--- config.mk ---
export PLATFORM = sky130hd
export DESIGN_NAME = ieu_queue
export DESIGN_NICKNAME = d
export VERILOG_FILES = /design/src/hw/rtl/ieu_pkg.sv /design/src/hw/rtl/ieu_queue.sv
export SDC_FILE = /design/constraint.sdc
export NUM_CORES = 1
export LEC_CHECK = 0
export BUFFER_PORTS_ARGS = -buffer_cell sky130_fd_sc_hd__buf_2
export CORE_ASPECT_RATIO = 1.75
export CORE_UTILIZATION = 56
export DETAILED_ROUTE_END_ITERATION = 10
export GPL_TIMING_DRIVEN = 0
export HOLD_SLACK_MARGIN = 0.02
export PLACE_DENSITY = 0.85
export SLEW_MARGIN = 10
export SYNTH_ARGS = -nofsm -noshare
export SYNTH_HDL_FRONTEND = slang
export SYNTH_SLANG_ARGS = --single-unit
export TNS_END_PERCENT = 30
--- constraint.sdc ---
create_clock -name clk -period 16.1 [get_ports clk]
set_input_delay 1.61 -clock clk [delete_from_list [all_inputs] [get_ports clk]]
set_output_delay 1.61 -clock clk [all_outputs]
set_load 0.02 [all_outputs]
--- src/hw/rtl/ieu_pkg.sv ---
// Package with operation codes, status codes and the queue entry type of the execute unit.
package ieu_pkg;

    // Operand and result width; the datapath is built for this width only.
    localparam int DATA_WIDTH = 64;

    typedef enum logic [5:0] {
        OP_ADD = 6'd0, OP_SUB = 6'd1, OP_MUL = 6'd2, OP_SDIV = 6'd3, OP_UDIV = 6'd4,
        OP_SMOD = 6'd5, OP_UMOD = 6'd6, OP_NEG = 6'd7, OP_AND = 6'd8, OP_OR = 6'd9,
        OP_XOR = 6'd10, OP_SHL = 6'd11, OP_LSHR = 6'd12, OP_ASHR = 6'd13, OP_NOT = 6'd14,
        OP_CLZ = 6'd15, OP_CTZ = 6'd16, OP_POPCNT = 6'd17, OP_EQ = 6'd18, OP_NE = 6'd19,
        OP_SLT = 6'd20, OP_ULT = 6'd21, OP_SLE = 6'd22, OP_ULE = 6'd23, OP_SGT = 6'd24,
        OP_UGT = 6'd25, OP_SGE = 6'd26, OP_UGE = 6'd27, OP_SADD_OVF = 6'd28,
        OP_SSUB_OVF = 6'd29, OP_SMUL_OVF = 6'd30, OP_UADD_OVF = 6'd31,
        OP_USUB_OVF = 6'd32, OP_UMUL_OVF = 6'd33, OP_SEXT = 6'd34, OP_ZEXT = 6'd35,
        OP_TRUNC = 6'd36, OP_INDEX = 6'd37, OP_SELECT = 6'd38
    } op_t;

    typedef enum logic [1:0] {
        ST_OK = 2'd0, ST_DIV0 = 2'd1, ST_MOD0 = 2'd2, ST_BADOP = 2'd3
    } status_t;

    // Classified instruction as it travels from the front end to the back end.
    typedef struct packed {
        logic [5:0]  op;
        logic        wide;
        logic        bad;
        logic [63:0] a;
        logic [63:0] b;
        logic [63:0] c;
    } entry_t;

endpackage

--- src/hw/rtl/ieu_queue.sv ---
// Two-entry queue between front end and back end.
module ieu_queue (
    input  logic            clk,
    input  logic            rst_n,
    input  logic            in_valid,
    output logic            in_stall,
    input  ieu_pkg::entry_t in_entry,
    output logic            out_valid,
    input  logic            out_stall,
    output ieu_pkg::entry_t out_entry
);
    import ieu_pkg::*;

    entry_t     mem_reg [2];
    logic       wr_reg;
    logic       rd_reg;
    logic [1:0] cnt_reg;
    logic       push;
    logic       pop;

    assign in_stall  = (cnt_reg == 2'd2);
    assign out_valid = (cnt_reg != 2'd0);
    assign out_entry = mem_reg[rd_reg];
    assign push      = in_valid && !in_stall;
    assign pop       = out_valid && !out_stall;

    always_ff @(posedge clk or negedge rst_n)
    begin
        if (!rst_n)
        begin
            wr_reg  <= 1'b0;
            rd_reg  <= 1'b0;
            cnt_reg <= 2'd0;
        end
        else
        begin
            if (push)
            begin
                wr_reg <= !wr_reg;
            end
            if (pop)
            begin
                rd_reg <= !rd_reg;
            end
            cnt_reg <= cnt_reg + {1'b0, push} - {1'b0, pop};
        end
    end

    always_ff @(posedge clk)
    begin
        if (push)
        begin
            mem_reg[wr_reg] <= in_entry;
        end
    end

endmodule

==> impl_metrics.ini <==
[power_and_ir_drop]
cellPowerDensity_nw_per_um2 = 192
peakVddDrop_mv = 0.127
p_leak_nw = 6.97
pwr-share-seq_pct = 41.8
comb_power_share_pct = 35.6
power_frac_clock_pct = 22.6
power.switching_mw = 1.17
switching_share_pct = 32.8
intPower_mw = 2.39

[logic_synthesis]
synth-edff-count = 400
syn_inst = 640
synth.area.top_cells = edfxtp_1 (82%), mux2_2 (15%), buf_6 (1.6%)
synthDistinctLibCells = 15
synth_top_cell_area_share_pct = 81.7
syn_area_per_cell_um2 = 23.0
async_flop_share_pct = 0.990
synth.top_cells.by_count = edfxtp_1 (400), mux2_2 (200), buf_6 (21)
synth_nets = 846
synth_area_um2 = 14700
synth_top_cell_by_area = edfxtp_1
ys.flop_type = edfxtp_1
synth_seq_cells = 404
ys_warn_count = 0
yosysMostFrequentCell = edfxtp_1
yosysSeqAreaShare_pct = 82.3

[final_layout]
final_area_um2 = 18500
syn2layout_area_growth_pct = 26.0
seqCellArea_um2 = 12100
multi_input_area_um2 = 2360
largest_register_ffs = 400
final_nets = 1299
final_core_util_pct = 71.6
layout.cells.non_filler = 1446
layout-drive-gt1-share_pct = 61.7
nFillCells = 1521

[routing]
vias = 7801
route.detailed.drc = 0
wire_per_inst_um = 21.7
drt-initial-drc-count = 454
drt-total-wl_um = 31300
vias_per_cell = 5.39
first_pass_iters = 4
antenna_left = 0

[timing]
slew_headroom_pct = 53.9
period_minus_slack_ns = 3.48
worst_pin_slew_ns = 0.692
whs_ns = 0.538
finalSetupViolations = 0
finalMaxSlewViolations = 0
fin_setup_tns_ns = 0
skew_ns = 0.0105
finalCritPeriodShare_pct = 21.6
rsz0062_at_grt = no
finalHoldViolations = 0
fmax_mhz = 288

[run]
maxCapViolCount = 0

[setup_path]
critical_path_peak_fanout = 10
reg2reg_from = cnt_reg[1]
start_kind = register
worstPathRequired_ns = 14.49
r2r_cells = 8
cpPeakStageDelay_ns = 0.40
worstSetupPathType = reg2out
startpoint = rd_reg
worstReg2RegEnd = mem_reg[0][87]
cp_slowest_cell = dfrtp_1
critPathTopFamily = buffers and inverters
arrival_ns = 1.87
cp_num_buf_inv = 3
cp.depth = 4
cp-end-kind = output port
crit_chain = buf_6 -> buf_6 -> mux2_2 -> buf_2
path_common_cell = buf_6
ff2ff_setup_slack_ns = 13.46
endpoint = out_entry[23]

[grt]
grt.overflow.total = 0
grt_pass1_wl_um = 45300
antenna_found_initial = 9
grt_pass1_vias = 8311
grt_start_max_net_pins = 63
grt_use_total_pct = 22.5

[clock_network]
cts_tree = done
insertion_delay_ns = 0.51
root_buffer = clkbuf_16
cts_setup_buffers = 0
clk_pin_slew_ns = 0.07
cts_buffer_depth = 3
cts_hold_buf = 0
h-tree-depth = 2
ctsResizeCount = 0
cts_sinks = 404
cts_buffers = 35

[placed_design]
io_buffers = 405
gp_congestion = 0.802
dp_hpwl_um = 22200
placed_area_um2 = 17400
placed_cells = 1376

[die]
row_count = 78
start_util_pct = 56.9
die_w_um = 125
io_pins = 406
core_area_um2 = 25900
die_h_um = 216
die-area_um2 = 26900

[status]
outcome = complete, no violations

[min_path]
hp-class = reg2reg
[power groups by stage]
| stage | Combinational, mW | Sequential (mW) | Clock, mW |
|---|---|---|---|
| 6_report | 1.27 | 1.49 | 0.805 |
| 5_1_grt | 1.33 | 1.50 | 0.856 |
| 3_5_place_dp | 1.27 | 1.51 | 0 |
| 3_3_place_gp | 1.19 | 1.61 | 0 |
| 4_1_cts | 1.28 | 1.49 | 0.819 |
| 2_1_floorplan | 0.830 | 1.56 | 0 |
[stage by stage]
step | worst slack [ns] | power [mW]
after global routing | 12.56 | 3.69
after floorplan | 5.34 | 2.39
after global placement | 1.09 | 2.80
final | 12.62 | 3.56
after CTS | 12.59 | 3.59
after detailed placement | 12.31 | 2.78
[metal layers]
| metal | share of wire, % | GRT usage [%] | routed length [µm] |
|---|---|---|---|
| met1 | 32 | 21.5 | 10100 |
| met2 | 55 | 42.4 | 17300 |
| met3 | 6.2 | 5.53 | 1950 |
| met4 | 6.0 | 14.2 | 1890 |
| met5 | 0.086 | 0 | 27 |
[layout make-up]
cell class                 instances  share of cell area, %
clock inverter                    20                  0.810
inverter                           2                 0.0405
clock buffer                      43                   5.12
buffer                            22                   1.30
multi-input combinational        212                   12.7
timing repair buffer             416                   12.4
sequential                       404                   65.4
antenna                            7                 0.0945
tap                              320                   2.16
[how the worst min path moves through the flow]
stage / end / from / slack [ns] / cells after the start
2_1_floorplan: wr_reg / wr_reg / 0.46 / 1
3_3_place_gp: wr_reg / wr_reg / 0.48 / 1
3_5_place_dp: cnt_reg[0] / cnt_reg[0] / 0.52 / 1
4_1_cts: cnt_reg[0] / cnt_reg[0] / 0.54 / 1
5_1_grt: cnt_reg[0] / cnt_reg[0] / 0.57 / 1
6_report: cnt_reg[0] / cnt_reg[0] / 0.54 / 1
[placed cells by master (no fill, tap or decap), types with 3 or more instances in the layout]
cell type / Yosys / layout
edfxtp_1: 400 / 400
clkinvlp_4: 0 / 3
xnor2_1: 3 / 3
clkinv_2: 0 / 5
clkbuf_16: 0 / 37
dfrtp_1: 4 / 4
buf_2: 1 / 406
diode_2: 0 / 7
buf_6: 21 / 21
clkinv_1: 0 / 9
buf_12: 0 / 5
buf_16: 0 / 6
clkbuf_1: 0 / 6
mux2_2: 200 / 200
[logic make-up after synthesis]
| group | Yosys count | share of synthesized area, % |
|---|---|---|
| DFF | 404 | 82.3 |
| muxes | 200 | 15.3 |
| xor gates and xnor gates | 4 | 0.238 |
| and+or+nand+nor | 6 | 0.238 |
| buffers and inverters | 24 | 1.69 |
| adders and majority gates | 2 | 0.170 |
Note: power is estimated with default switching activity, not from simulation.
